`config.mk`:
```
export PLATFORM = sky130hd
export DESIGN_NAME = sort_dma_link_list_walker_unit
export DESIGN_NICKNAME = d
export VERILOG_FILES = /design/src/rtl/core/sdw_pkg.sv /design/src/rtl/core/sdw_walker.sv /design/src/rtl/core/sdw_result_queue.sv /design/src/rtl/core/sort_dma_link_list_walker_unit.sv
export SDC_FILE = /design/constraint.sdc
export NUM_CORES = 1
export LEC_CHECK = 0
export BUFFER_PORTS_ARGS = -buffer_cell sky130_fd_sc_hd__buf_4
export CAP_MARGIN = 25
export CORE_MARGIN = 8
export CORE_UTILIZATION = 40
export DETAILED_ROUTE_END_ITERATION = 10
export SLEW_MARGIN = 0
export SYNTH_ARGS = -nofsm -noshare
export SYNTH_HDL_FRONTEND = slang
export SYNTH_SLANG_ARGS = --single-unit
```
`constraint.sdc`:
```
create_clock -name clk -period 5.6 [get_ports clk]
set_input_delay 0.28 -clock clk [delete_from_list [all_inputs] [get_ports clk]]
set_output_delay 0.28 -clock clk [all_outputs]
set_load 0.01 [all_outputs]
```
`src/rtl/core/sdw_pkg.sv`:
```
package sdw_pkg;

  // Walk phases
  localparam logic [1:0] PH_IDLE  = 2'd0;
  localparam logic [1:0] PH_TABLE = 2'd1;
  localparam logic [1:0] PH_NEXT  = 2'd2;
  localparam logic [1:0] PH_SIZE  = 2'd3;

  // Result kinds
  localparam logic [2:0] KIND_TABLE  = 3'd0;
  localparam logic [2:0] KIND_NEXT   = 3'd1;
  localparam logic [2:0] KIND_SIZE   = 3'd2;
  localparam logic [2:0] KIND_SUBMIT = 3'd3;
  localparam logic [2:0] KIND_DONE   = 3'd4;

  // Configuration register indexes
  localparam logic [7:0] REG_TABLE_BASE  = 8'd0;
  localparam logic [7:0] REG_LINK_BASE   = 8'd1;
  localparam logic [7:0] REG_TABLE_WIDE  = 8'd2;
  localparam logic [7:0] REG_LINK_SCALED = 8'd3;

  // Input operations
  localparam logic OP_RESPONSE = 1'b0;
  localparam logic OP_START    = 1'b1;

  // Link entry layout and chain markers
  localparam logic [23:0] NEXT_OFS   = 24'h00001C;
  localparam logic [23:0] SIZE_OFS   = 24'h000018;
  localparam logic [31:0] ALIGN_MASK = ~32'd31;
  localparam logic [31:0] BATCH_STEP = 32'd32;
  localparam logic [31:0] END_LINK   = 32'd2;
  localparam logic [31:0] MORE_LINK  = 32'd1;

  // Result queue depth
  localparam int QUEUE_DEPTH = 4;

  typedef struct packed {
    logic [31:0] table_base;
    logic [31:0] chain_base;
    logic        table_wide;
    logic        link_scaled;
  } cfg_t;

  typedef struct packed {
    logic [2:0]  kind;
    logic [23:0] address;
    logic        wide_read;
    logic [31:0] list_size;
    logic        last;
  } result_t;

endpackage

```
`src/rtl/core/sdw_walker.sv`:
```
module sdw_walker #(
  parameter int RAM_ADDR_BITS = 24
) (
  input  logic             clk,
  input  logic             rst,
  input  sdw_pkg::cfg_t    cfg,
  input  logic             batch_clear,
  input  logic             go,
  input  logic             op,
  input  logic [31:0]      word,
  output sdw_pkg::result_t res0,
  output logic             res0_valid,
  output sdw_pkg::result_t res1,
  output logic             res1_valid
);

  localparam logic [31:0] ADDR_MASK = 32'((64'd1 << RAM_ADDR_BITS) - 64'd1);

  logic [1:0]  phase, phase_next;
  logic [31:0] table_index, table_index_next;
  logic [31:0] batch_offset, batch_offset_next;
  logic [23:0] entry_address, entry_address_next;
  logic [31:0] pending_link, pending_link_next;

  logic [31:0]      idx_base, tbl_ofs, tbl_addr;
  logic [31:0]      link_sel, link_ofs, ent_full, nxt_full;
  logic             link_end;
  sdw_pkg::result_t table_res, follow_res, size_res, submit_res;

  // Table entry address for the current index (index 0 on a start).
  always_comb begin
    idx_base = (op == sdw_pkg::OP_START) ? 32'd0 : table_index;
    tbl_ofs  = cfg.table_wide ? {idx_base[29:0], 2'b00} : {idx_base[30:0], 1'b0};
    tbl_addr = (cfg.table_base + batch_offset + tbl_ofs) & ADDR_MASK;
    table_res = '{kind: sdw_pkg::KIND_TABLE, address: tbl_addr[23:0],
                  wide_read: cfg.table_wide, list_size: 32'd0, last: 1'b1};
  end

  // Link following: from a table entry, or from the pending next link.
  always_comb begin
    if (phase == sdw_pkg::PH_SIZE) begin
      link_sel = pending_link;
    end else begin
      link_sel = cfg.table_wide ? word : {16'd0, word[15:0]};
    end
    link_ofs = cfg.link_scaled ? {link_sel[26:0], 5'd0} : (link_sel & sdw_pkg::ALIGN_MASK);
    ent_full = (cfg.chain_base + link_ofs) & ADDR_MASK;
    nxt_full = (cfg.chain_base + link_ofs + {8'd0, sdw_pkg::NEXT_OFS}) & ADDR_MASK;
    link_end = (link_sel == sdw_pkg::END_LINK);
    if (link_end) begin
      follow_res = '{kind: sdw_pkg::KIND_DONE, address: 24'd0, wide_read: 1'b0,
                     list_size: 32'd0, last: 1'b1};
    end else begin
      follow_res = '{kind: sdw_pkg::KIND_NEXT, address: nxt_full[23:0], wide_read: 1'b1,
                     list_size: 32'd0, last: 1'b1};
    end
  end

  // Size read and list submit for the current entry.
  always_comb begin
    size_res   = '{kind: sdw_pkg::KIND_SIZE,
                   address: (entry_address + sdw_pkg::SIZE_OFS) & ADDR_MASK[23:0],
                   wide_read: 1'b1, list_size: 32'd0, last: 1'b1};
    submit_res = '{kind: sdw_pkg::KIND_SUBMIT, address: entry_address, wide_read: 1'b0,
                   list_size: word, last: 1'b0};
  end

  // One walk step per processed item.
  always_comb begin
    phase_next         = phase;
    table_index_next   = table_index;
    batch_offset_next  = batch_offset;
    entry_address_next = entry_address;
    pending_link_next  = pending_link;
    res0               = '0;
    res1               = '0;
    res0_valid         = 1'b0;
    res1_valid         = 1'b0;
    if (go) begin
      if (op == sdw_pkg::OP_START) begin
        res0             = table_res;
        res0_valid       = 1'b1;
        table_index_next = idx_base + 32'd1;
        phase_next       = sdw_pkg::PH_TABLE;
      end else begin
        case (phase)
          sdw_pkg::PH_TABLE: begin
            res0       = follow_res;
            res0_valid = 1'b1;
            if (link_end) begin
              batch_offset_next = batch_offset + sdw_pkg::BATCH_STEP;
              phase_next        = sdw_pkg::PH_IDLE;
            end else begin
              entry_address_next = ent_full[23:0];
              phase_next         = sdw_pkg::PH_NEXT;
            end
          end
          sdw_pkg::PH_NEXT: begin
            res0              = size_res;
            res0_valid        = 1'b1;
            pending_link_next = word;
            phase_next        = sdw_pkg::PH_SIZE;
          end
          sdw_pkg::PH_SIZE: begin
            res0       = submit_res;
            res0_valid = 1'b1;
            res1_valid = 1'b1;
            if (pending_link == sdw_pkg::MORE_LINK) begin
              res1             = table_res;
              table_index_next = idx_base + 32'd1;
              phase_next       = sdw_pkg::PH_TABLE;
            end else begin
              res1 = follow_res;
              if (link_end) begin
                batch_offset_next = batch_offset + sdw_pkg::BATCH_STEP;
                phase_next        = sdw_pkg::PH_IDLE;
              end else begin
                entry_address_next = ent_full[23:0];
                phase_next         = sdw_pkg::PH_NEXT;
              end
            end
          end
          default: begin
            // A response with no walk in progress is dropped.
          end
        endcase
      end
    end
    if (batch_clear) begin
      batch_offset_next = 32'd0;
    end
  end

  // Walk state registers.
  always_ff @(posedge clk) begin
    if (rst) begin
      phase         <= sdw_pkg::PH_IDLE;
      table_index   <= 32'd0;
      batch_offset  <= 32'd0;
      entry_address <= 24'd0;
      pending_link  <= 32'd0;
    end else begin
      phase         <= phase_next;
      table_index   <= table_index_next;
      batch_offset  <= batch_offset_next;
      entry_address <= entry_address_next;
      pending_link  <= pending_link_next;
    end
  end

  // A done result always leaves the walker idle.
  assert property (@(posedge clk) disable iff (rst)
    (go && ((res0_valid && res0.kind == sdw_pkg::KIND_DONE) ||
            (res1_valid && res1.kind == sdw_pkg::KIND_DONE)))
    |=> (phase == sdw_pkg::PH_IDLE))
    else $error("walker not idle after done");

  // Two results come only from the size phase.
  assert property (@(posedge clk) disable iff (rst)
    res1_valid |-> (res0_valid && phase == sdw_pkg::PH_SIZE && op == sdw_pkg::OP_RESPONSE))
    else $error("second result outside size phase");

  // A start always moves the walker to the table phase.
  assert property (@(posedge clk) disable iff (rst)
    (go && op == sdw_pkg::OP_START) |=> (phase == sdw_pkg::PH_TABLE))
    else $error("walker not in table phase after start");

endmodule

```
`src/rtl/core/sdw_result_queue.sv`:
```
module sdw_result_queue (
  input  logic             clk,
  input  logic             rst,
  input  sdw_pkg::result_t push0_data,
  input  logic             push0,
  input  sdw_pkg::result_t push1_data,
  input  logic             push1,
  output logic             room,
  output sdw_pkg::result_t head,
  output logic             head_valid,
  input  logic             pop
);

  localparam int PTR_W = $clog2(sdw_pkg::QUEUE_DEPTH);
  localparam int CNT_W = PTR_W + 1;

  sdw_pkg::result_t entries [sdw_pkg::QUEUE_DEPTH];
  logic [PTR_W-1:0] wr_ptr, rd_ptr;
  logic [CNT_W-1:0] count, count_next;
  logic [PTR_W-1:0] wr_ptr1;
  logic             do_pop;

  always_comb begin
    do_pop     = pop && (count != '0);
    wr_ptr1    = wr_ptr + PTR_W'(1);
    count_next = count + CNT_W'(push0) + CNT_W'(push1) - CNT_W'(do_pop);
    head       = entries[rd_ptr];
    head_valid = (count != '0);
    room       = (count <= CNT_W'(sdw_pkg::QUEUE_DEPTH - 2));
  end

  // Storage: up to two writes per cycle at consecutive slots.
  always_ff @(posedge clk) begin
    if (push0) begin
      entries[wr_ptr] <= push0_data;
    end
    if (push1) begin
      entries[wr_ptr1] <= push1_data;
    end
  end

  // Pointers and fill count.
  always_ff @(posedge clk) begin
    if (rst) begin
      wr_ptr <= '0;
      rd_ptr <= '0;
      count  <= '0;
    end else begin
      wr_ptr <= wr_ptr + PTR_W'(push0) + PTR_W'(push1);
      if (do_pop) begin
        rd_ptr <= rd_ptr + PTR_W'(1);
      end
      count <= count_next;
    end
  end

  assert property (@(posedge clk) disable iff (rst)
    count <= CNT_W'(sdw_pkg::QUEUE_DEPTH))
    else $error("result queue overflow");

  assert property (@(posedge clk) disable iff (rst)
    push1 |-> (push0 && room))
    else $error("second push without first or without room");

  assert property (@(posedge clk)
    (!rst && $past(rst)) |-> (count == '0 && !head_valid))
    else $error("result queue not empty after reset");

endmodule

```
`src/rtl/core/sort_dma_link_list_walker_unit.sv`:
```
// Sort-DMA link-list walker. A start command (s_tuser = 1) issues the first
// start-link table read; each read response (s_tuser = 0) on s_tdata moves the
// walk one step and yields the next request on the master side: table read,
// next-link read, size read, list submit, or done. The response to a size read
// yields two transfers (submit, then the next request), all others one; a
// response with no walk in progress yields none. One input transfer can be
// taken every cycle while processing does not stall: it lands in an input
// register, is processed once the queue has room and is written to a
// four-entry result queue, from whose head a result is offered on the master
// side. The queue drains one result per cycle while m_tready is high, and
// processing stalls only while it has room for fewer than two results.
// Configuration writes are accepted every cycle and should be made with no
// walk in progress; writing table_base clears the batch offset.
module sort_dma_link_list_walker_unit #(
  parameter int RAM_ADDR_BITS = 24
) (
  input  logic        clk,
  input  logic        rst,
  // Input stream
  input  logic        s_tvalid,
  output logic        s_tready,
  input  logic [31:0] s_tdata,   // [31:0] read_word
  input  logic        s_tuser,   // [0] operation
  // Result stream
  output logic        m_tvalid,
  input  logic        m_tready,
  output logic [63:0] m_tdata,   // [23:0] address, [24] wide_read, [56:25] list_size
  output logic [2:0]  m_tuser,   // [2:0] kind
  output logic        m_tlast,
  // Configuration writes
  input  logic        cfg_valid,
  output logic        cfg_ready,
  input  logic [7:0]  cfg_index,
  input  logic [31:0] cfg_data
);

  sdw_pkg::cfg_t    cfg;
  logic             in_full;
  logic             in_op;
  logic [31:0]      in_word;
  logic             go;
  logic             room;
  logic             cfg_write;
  sdw_pkg::result_t res0, res1, head;
  logic             res0_valid, res1_valid;

  assign cfg_ready = 1'b1;
  assign cfg_write = cfg_valid && cfg_ready;
  assign go        = in_full && room;
  assign s_tready  = !in_full || go;

  // Configuration registers.
  always_ff @(posedge clk) begin
    if (rst) begin
      cfg <= '0;
    end else if (cfg_write) begin
      case (cfg_index)
        sdw_pkg::REG_TABLE_BASE:  cfg.table_base  <= cfg_data;
        sdw_pkg::REG_LINK_BASE:   cfg.chain_base  <= cfg_data;
        sdw_pkg::REG_TABLE_WIDE:  cfg.table_wide  <= cfg_data[0];
        sdw_pkg::REG_LINK_SCALED: cfg.link_scaled <= cfg_data[0];
        default: begin
          // Writes to unknown indexes are ignored.
        end
      endcase
    end
  end

  // Input register.
  always_ff @(posedge clk) begin
    if (rst) begin
      in_full <= 1'b0;
    end else if (s_tvalid && s_tready) begin
      in_full <= 1'b1;
    end else if (go) begin
      in_full <= 1'b0;
    end
  end

  always_ff @(posedge clk) begin
    if (s_tvalid && s_tready) begin
      in_op   <= s_tuser;
      in_word <= s_tdata;
    end
  end

  sdw_walker #(
    .RAM_ADDR_BITS(RAM_ADDR_BITS)
  ) u_walker (
    .clk        (clk),
    .rst        (rst),
    .cfg        (cfg),
    .batch_clear(cfg_write && cfg_index == sdw_pkg::REG_TABLE_BASE),
    .go         (go),
    .op         (in_op),
    .word       (in_word),
    .res0       (res0),
    .res0_valid (res0_valid),
    .res1       (res1),
    .res1_valid (res1_valid)
  );

  sdw_result_queue u_queue (
    .clk       (clk),
    .rst       (rst),
    .push0_data(res0),
    .push0     (res0_valid),
    .push1_data(res1),
    .push1     (res1_valid),
    .room      (room),
    .head      (head),
    .head_valid(m_tvalid),
    .pop       (m_tready)
  );

  // Result packing.
  assign m_tdata = {7'd0, head.list_size, head.wide_read, head.address};
  assign m_tuser = head.kind;
  assign m_tlast = head.last;

endmodule
```
== After elaboration in Yosys (flattened, before gate mapping) ==
Memories as Yosys holds them, arrays and structs flattened. A register that Yosys moved wholly into a read port is not among the register bits.
Index checks and enable logic that the tools add are counted.
Storage, ports and cells
  register bits: 213
  bits in writable memories: 244
  input port bits: 78
  output and inout port bits: 71
  memories: 1
Memory list
  u_queue.entries: depth 4, width 61, read ports 1, clocked after memory_dff 1, wr ports 2, line sdw_result_queue.sv:17  | sdw_pkg::result_t entries [sdw_pkg::QUEUE_DEPTH];
Cells by class
  $add $sub $neg: 14
  order comparisons: 1
  equality and inequality tests: 9
  multiplexer cells: 40
  bitwise logic cells: 1
  reductions and logical operators: 23
Operators with widths (number)
  61-bit two-way mux: 7
  32-bit two-way mux: 8
  61-bit case mux with 3 select lines: 1
  24-bit two-way mux: 4
  24-bit adder: 3
  32-bit case mux with 2 select lines: 1
  24-bit by 5-bit adder with 24-bit output (second input constant): 2
  24-bit case mux with 2 select lines: 1
  32-bit by 1-bit adder with 32-bit output (second input constant): 1
  32-bit by 6-bit adder with 32-bit output (second input constant): 1
  32-bit by 1-bit == test with 1-bit output (second input constant): 1
  32-bit by 2-bit == test with 1-bit output (second input constant): 1
  8-bit by 2-bit == test with 1-bit output (second input constant): 2
  1-bit two-way mux: 12
  2-bit two-way mux: 5
  2-bit AND reduction: 5
  8-bit by 1-bit == test with 1-bit output (second input constant): 1
  8-bit zero test: 1
  2-bit nonzero test: 4
  3-bit by 1-bit adder with 3-bit output: 2
  2-bit case mux with 3 select lines: 1
  3-bit AND reduction: 2
  2-bit by 1-bit adder with 2-bit output: 2
  2-bit by 1-bit adder with 2-bit output (second input constant): 2
  other kinds (14): 18

== Depth between registers and ports, before layout ==
Gate-level depths: netlist of run 1.
  depth after elaboration: 10
  depth in mapped cells: 20

== Modules after synthesis ==
From an unflattened synthesis of run 1, not the netlist that was laid out.
Second synthesis, totals
  cells, all modules: 2342
  area, all modules: 26117.5 sq um
Modules (own cells, without submodules)
  sdw_result_queue: instances 1, cells an instance 639, area each 12171.7 sq um, seq. area each 7507.2 sq um
  sdw_walker: instances 1, cells an instance 1397, area each 10027.1 sq um, seq. area each 2001.9 sq um
  sort_dma_link_list_walker_unit: instances 1, cells an instance 306, area each 3918.8 sq um, seq. area each 2332.2 sq um

== Least setup slack after synthesis of run 1 ==
No wires, ideal clock.
  kind: register to register
  start point: register u_walker.phase[0]
  end point: memory u_queue.entries[0][57] in the netlist's numbering, data pin
  arrival: 5317 ps
  path slack: 9 ps
  cell stages (with the launch flop): 19
  buffers on the path: 4
  cells stage by stage: dfxtp_1 -> ha_1 -> clkbuf_1 -> clkbuf_1 -> clkbuf_1 -> buf_1 -> mux2i_1 -> mux2i_1 -> ha_1 -> fa_1 -> a21o_1 -> a221oi_1 -> o21ai_0 -> xnor2_1 -> nor4_1 -> or4b_1 -> xnor2_2 -> a221oi_2 -> o22ai_1
RTL lines
  start: declaration: line sdw_walker.sv:19  | logic [1:0] phase, phase_next;
  start signal: assignment: line sdw_walker.sv:137  | phase <= sdw_pkg::PH_IDLE;
  start signal: assignment: line sdw_walker.sv:143  | phase <= phase_next;
  end: declaration: line sdw_result_queue.sv:17

==> flow_summary_export.csv, run 1 <==
group,metric,value,unit
yosys,synth_seq_area_share,44.8,%
drt,wl_per_cell,21.2,um
yosys,syn-cell-area,22800,um^2
floorplan,num_rows,87,
sta,fmax,188,MHz
global_route,grt_pass1_vias,18700,
drt,drtIter0Drc,1771,
place,place_ws,321,ps
sta,period_needed,5320,ps
min_path,hold_depth,4,
cells_and_area,area_growth,17.8,%
power_and_ir_drop,power.total,7.81,mW
drt,drc,0,
cts,clock_latency,590,ps
critical_path,rr_worst_depth,17,
sta,tightestPinTransition,1030,ps
yosys,synthArstFlopShare,0,%
cts,clockBufferDepth,3,
cells_and_area,nFillCells,5290,
cells_and_area,multi_input_comb_area,11500,um^2
critical_path,r2r-start,"u_walker.phase[0]$_SDFFE_PP0P_",
floorplan,pin_count,149,
place,dp_hpwl,50.3,mm
critical_path,startpoint_type,"flip-flop",
cells_and_area,antenna_cells,0,
sta,final_max_slew_viol_count,0,
floorplan,die_h,255,um
cts,cts_tree,"done",
place,io_buffer_count,132,
drt,ant_nets,0,
sta,fin_tns_setup,0,ps
floorplan,initial_utilization,40.4,%
floorplan,die_w,255,um
drt,dr.pass1.iters,9,
power_and_ir_drop,power_density,291,nW/um^2
cells_and_area,final_area,26800,um^2
critical_path,path_max_fanout,10,
cts,cts_max_level,2,
min_path,hp-start,"cfg_index[0]",
sta,relSlewSlack,31.0,%
min_path,whs_endpoint,"cfg[38]$_SDFFE_PP0P_",
sta,setup_ws,278,ps
cts,path_clk_slew,60,ps
drt,drt_wl_total,70.9,mm
yosys,synth-seq-cells,437,
critical_path,cp_data_required_time,5890,ps
yosys,synth_warnings,0,
sta,fin_skew,25.6,ps
floorplan,coreArea,56300,um^2
run,max_cap_violations,0,
yosys,ys.flop_type,"dfxtp_1",
cells_and_area,fin_cells,3341,
sta,fin_hold_ws,62.0,ps
sta,rsz0062_at_grt,"false",
critical_path,r2r_end,"u_queue.entries[0][57]$_DFFE_PP_",
run_status,outcome,"finished, final reports clean",
place,placed_area,24600,um^2
critical_path,crit_arrival,5610,ps
sta,finalHoldViolCount,0,
global_route,grt_max_degree,79,
sta,fin_crit_sh,95.0,%
global_route,grt_pass1_wl,109,mm
critical_path,critPathCaptureType,"flip-flop",
critical_path,r2r_slack,280,ps
cells_and_area,mostFrequentLayoutCells,"nand2_1, dfxtp_1, buf_4, a21oi_1, nor2_1",
cells_and_area,mostFrequentLayoutCell,"nand2_1",
global_route,antenna_found_initial,1,
yosys,synth_edf_count,145,
critical_path,crit_type,"reg2reg",
drt,num_vias,19100,
sta,setup_viol,0,
place,place_inst,3196,
yosys,synth_cell_types,80,
cts,cts_made_buffers,47,
global_route,grt_overflow_total,0,
power_and_ir_drop,ir_worst_vdd,0.215,mV
place,gp_congestion,0.941,
floorplan,dieArea,64800,um^2
yosys,postSynthCellCount,2397,
drt,routed_via_density,5.71,
yosys,postSynthAreaPerCell,9.50,um^2
power_and_ir_drop,p_leak,9.63,nW
cells_and_area,drive_above_1_share,15.5,%
min_path,min_path_type,"in2reg",
global_route,grt_usage,21.3,%
cts,cts_root_buffer,"clkbuf_16",
cells_and_area,final_util,47.6,%
cells_and_area,seq_area,10200,um^2
cells_and_area,fin_nets,2704,
cts,post-cts-setup-buffers,0,
cts,clock_sinks,437,
-- Yosys cell counts, types with 14 or more instances --
library cell | n | share of area [%]
nor2_1 | 146 | 2.4
a21o_1 | 18 | 0.59
a22o_1 | 107 | 4.1
mux2i_1 | 35 | 1.5
inv_1 | 104 | 1.7
edfxtp_1 | 145 | 19
nor3_1 | 37 | 0.81
nor4_1 | 20 | 0.55
and2_1 | 14 | 0.38
xor2_1 | 24 | 0.92
ha_1 | 55 | 3.0
mux2_2 | 20 | 0.99
nand2_1 | 331 | 5.5
clkbuf_1 | 136 | 2.2
a21oi_1 | 187 | 4.1
nor2b_1 | 17 | 0.47
dfxtp_1 | 292 | 26
a22oi_1 | 18 | 0.59
o22ai_1 | 66 | 1.8
and3_1 | 25 | 0.69
mux4_2 | 61 | 6.0
buf_1 | 14 | 0.23
nand4_1 | 15 | 0.41
o21ai_0 | 143 | 3.1
fa_1 | 23 | 2.0
xnor2_1 | 56 | 2.2
nand3_1 | 108 | 2.4
-- cells by family after synthesis --
family	after synthesis	synth area share, %
AND/OR/NAND/NOR	774	15.6
AO/OA/AOI/OAI	635	17.9
flip-flops	437	44.8
buffers and inverters	274	4.86
multiplexers	116	8.56
XOR/XNOR	81	3.15
adder cells (fa/ha/maj)	78	5.05
other	2	0.0330
-- registers in the layout, summed over array words and instances (netlist names), named ones only --
register                flops
u_queue.entries           244
cfg                        50
in_word                    32
u_walker.pending_link      32
u_walker.entry_address     24
u_walker.table_index       23
u_walker.batch_offset      19
u_queue.count               3
u_queue.rd_ptr              2
u_queue.wr_ptr              2
u_walker.phase              2
in_full                     1
in_op                       1
-- worst max-delay path by stage --
stage | start | to | slack [ps] | cells after the start
5_1_grt | u_walker.phase[0]$_SDFFE_PP0P_ | u_queue.entries[1][57]$_DFFE_PP_ | 70 | 17
3_3_place_gp | u_walker.phase[0]$_SDFFE_PP0P_ | u_queue.entries[0][57]$_DFFE_PP_ | 400 | 17
6_report | u_walker.phase[0]$_SDFFE_PP0P_ | u_queue.entries[0][57]$_DFFE_PP_ | 280 | 17
3_5_place_dp | u_walker.phase[1]$_SDFFE_PP0P_ | u_queue.entries[1][56]$_DFFE_PP_ | 320 | 15
4_1_cts | u_walker.phase[1]$_SDFFE_PP0P_ | u_queue.entries[1][56]$_DFFE_PP_ | 320 | 15
2_1_floorplan | u_walker.phase[0]$_SDFFE_PP0P_ | u_queue.entries[0][57]$_DFFE_PP_ | 9 | 18
-- worst max-delay path, stage by stage, from the launching register on --
cell and delay [ps]:
dfxtp_1 350, buf_4 150, ha_1 340, inv_1 220
and3_1 230, a21oi_1 270, mux2i_1 180, ha_1 460
a21oi_1 160, o21ai_0 360, nor3b_1 110, a31o_2 260
a311oi_1 410, o21ai_0 220, or4b_1 610, xnor2_2 200
a221oi_2 390, o22ai_1 110
-- final cells by class --
cell class	instances	area share [%]
Sequential cell	437	38.1
Multi-Input combinational cell	1692	42.9
Timing Repair Buffer	266	8.09
Clock buffer	67	5.10
Clock inverter	19	0.826
Inverter	104	1.46
Tap cell	756	3.53
-- metal layers --
layer / GRT usage, % / share of wire [%] / up-vias
met2: 36.1 / 48 / 591
met1: 28.1 / 43 / 9342
li1: - / - / 9026
met4: 6.21 / 2.5 / 2
met5: 0 / 0.017 / -
met3: 3.33 / 5.8 / 107
-- what timing repair did --
item                       4_1_cts  5_1_grt
hold buffers                    58        0
resized for setup                0        1
setup endpoints to repair        0        8
hold endpoints to repair        80        0
-- report_power, final --
part           switching [mW]  internal [mW]  leakage (nW)
combinational           0.590          0.502          5.16
clock                    1.30           1.89         0.776
sequential              0.167           3.36          3.70
total                    2.06           5.75          9.63
Note: power is estimated with default switching activity, not from simulation.
==> run 2, diff against run 1 <==
--- a/config.mk
+++ b/config.mk
@@ -13,4 +13,5 @@
 export SLEW_MARGIN = 0
 export SYNTH_ARGS = -nofsm -noshare
 export SYNTH_HDL_FRONTEND = slang
+export SYNTH_HIERARCHICAL = 1
 export SYNTH_SLANG_ARGS = --single-unit
==> run 2 against run 1 <==
Total power is 6.1% higher. Critical endpoint is now u_queue/entries[1][52]$_DFFE_PP_. Sequential power increased by 5%. Clock-buffer cell count up 5. First-iteration DRC count is 22% lower. Combinational power grew 28%. Largest cell class unchanged. Clock power hardly changed. Wire length down 2.6%. Via count shrank 5.0%. Clock skew is 5.6 ps lower. Cell count fell by 1.6%. Synthesized cell count decreased by 4.6%. Global-route usage fell by 2.6 points.
==> flow_summary_export.csv, run 2 <==
group,metric,value,unit
global_route,grt_overflow_total,0,
cells_and_area,drive_above_1_share,23.6,%
yosys,postSynthCellCount,2286,
critical_path,r2r-start,"u_walker/phase[1]$_SDFFE_PP0P_",
drt,drc,0,
sta,fin_skew,20.0,ps
cells_and_area,mostFrequentLayoutCells,"edfxtp_1, mux2_2, nand2_1, buf_4, dfxtp_1",
cts,cts_tree,"done",
cts,cts_made_buffers,49,
drt,drt_wl_total,69.1,mm
drt,routed_via_density,5.51,
cells_and_area,fin_cells,3287,
sta,tightestPinTransition,1010,ps
sta,relSlewSlack,32.3,%
global_route,antenna_found_initial,1,
critical_path,critPathCaptureType,"flip-flop",
critical_path,crit_type,"reg2reg",
cts,post-cts-setup-buffers,0,
yosys,syn-cell-area,25500,um^2
critical_path,cp_data_required_time,5940,ps
cells_and_area,nFillCells,5828,
place,dp_hpwl,48.2,mm
cells_and_area,reg_top3,"u_queue/entries x244, cfg x50",
cts,path_clk_slew,60,ps
global_route,grt_pass1_wl,106,mm
yosys,postSynthAreaPerCell,11.1,um^2
drt,wl_per_cell,21.0,um
drt,num_vias,18100,
global_route,grt_max_degree,96,
sta,period_needed,5220,ps
sta,final_max_slew_viol_count,0,
global_route,grt_usage,18.7,%
critical_path,startpoint_type,"flip-flop",
critical_path,crit_arrival,5560,ps
sta,finalHoldViolCount,0,
yosys,synth_warnings,6,
sta,fin_hold_ws,26.1,ps
cells_and_area,top_register,"u_queue/entries",
cells_and_area,fin_nets,2560,
floorplan,die_w,268,um
power_and_ir_drop,p_leak,10.9,nW
floorplan,num_rows,92,
min_path,hold_depth,3,
cells_and_area,mostFrequentLayoutCell,"edfxtp_1",
floorplan,die_h,268,um
power_and_ir_drop,power_density,284,nW/um^2
sta,rsz0062_at_grt,"false",
min_path,min_path_type,"in2reg",
global_route,grt_pass1_vias,18300,
sta,fin_crit_sh,93.2,%
drt,drtIter0Drc,1386,
cts,clock_latency,600,ps
floorplan,initial_utilization,40.4,%
critical_path,path_max_fanout,20,
critical_path,rr_worst_depth,17,
drt,dr.pass1.iters,5,
cells_and_area,seq_area,11500,um^2
run,max_cap_violations,0,
cts,clock_sinks,437,
place,gp_congestion,0.898,
sta,fmax,192,MHz
place,io_buffer_count,132,
cells_and_area,antenna_cells,0,
cells_and_area,area_growth,14.5,%
run_status,outcome,"finished, final reports clean",
floorplan,dieArea,72000,um^2
critical_path,startpoint,"u_walker/phase[1]$_SDFFE_PP0P_",
min_path,hp-start,"cfg_data[18]",
floorplan,pin_count,149,
floorplan,coreArea,63100,um^2
cells_and_area,multi_input_comb_area,13000,um^2
power_and_ir_drop,ir_worst_vdd,0.232,mV
cts,clockBufferDepth,3,
place,place_inst,3155,
sta,setup_viol,0,
cts,cts_max_level,2,
drt,ant_nets,0,
cells_and_area,largest_reg_flops,244,
cts,cts_root_buffer,"clkbuf_16",
run 2: repair_timing:
item                       in CTS  in global routing
hold buffers                   42                  0
gates resized for setup         0                  1
hold endpoints to repair       50                  0
setup endpoints to repair       0                  7
run 2: path summary, 6_finish.rpt:
check	end	slack, ps
hold reg to reg	u_walker/entry_address[0]$_SDFFE_PP0P_	450
setup reg to reg	u_queue/entries[1][52]$_DFFE_PP_	380
hold / removal	cfg[52]$_SDFFE_PP0P_	30
setup / recovery	u_queue/entries[1][52]$_DFFE_PP_	380
run 2: report_power, final:
part / internal [mW] / switching, mW / leakage, nW / total (mW)
Sequential: 3.55 / 0.151 / 3.82 / 3.70
Clock: 1.88 / 1.30 / 0.772 / 3.18
Combinational: 0.682 / 0.722 / 6.32 / 1.40
Total: 6.11 / 2.17 / 10.9 / 8.28
run 2: area by class of cell:
| class | instances | share of cell area, % |
|---|---|---|
| Multi-Input combinational cell | 1650 | 44.4 |
| Clock buffer | 72 | 4.81 |
| Sequential cell | 437 | 39.5 |
| Tap cell | 846 | 3.63 |
| Clock inverter | 16 | 0.613 |
| Timing Repair Buffer | 215 | 6.40 |
| Inverter | 51 | 0.656 |
run 2: stage by stage:
step                power (mW)  setup TNS, ps  instance area, um^2  setup slack, ps  utilization (%)
global placement          5.16              0                27100              635             43.0
global route              8.61              0                29200             81.4             46.3
CTS                       8.39              0                29200              432             46.2
finish                    8.28              0                29200              378             46.3
floorplan                 4.58        -112500                25600             -922                -
detailed placement        5.18              0                27100              470             43.0
run 2: metal layers:
layer	GRT usage (%)	wire length [um]
met5	0	0
met1	25.0	30000
met3	2.91	4030
met4	5.32	1730
met2	31.5	33300
run 2: critical path, cell delays in order (launching register included):
cell,delay (ps)
dfxtp_1,470
ha_2,570
nor2b_1,230
o21bai_1,130
mux2i_1,110
ha_1,250
inv_1,70
fa_1,230
nand2b_1,150
a21oi_1,160
o311ai_1,630
and3_1,290
nand3b_1,160
nor3_1,490
nand2_1,130
xor2_1,200
a221o_1,410
mux2_2,280
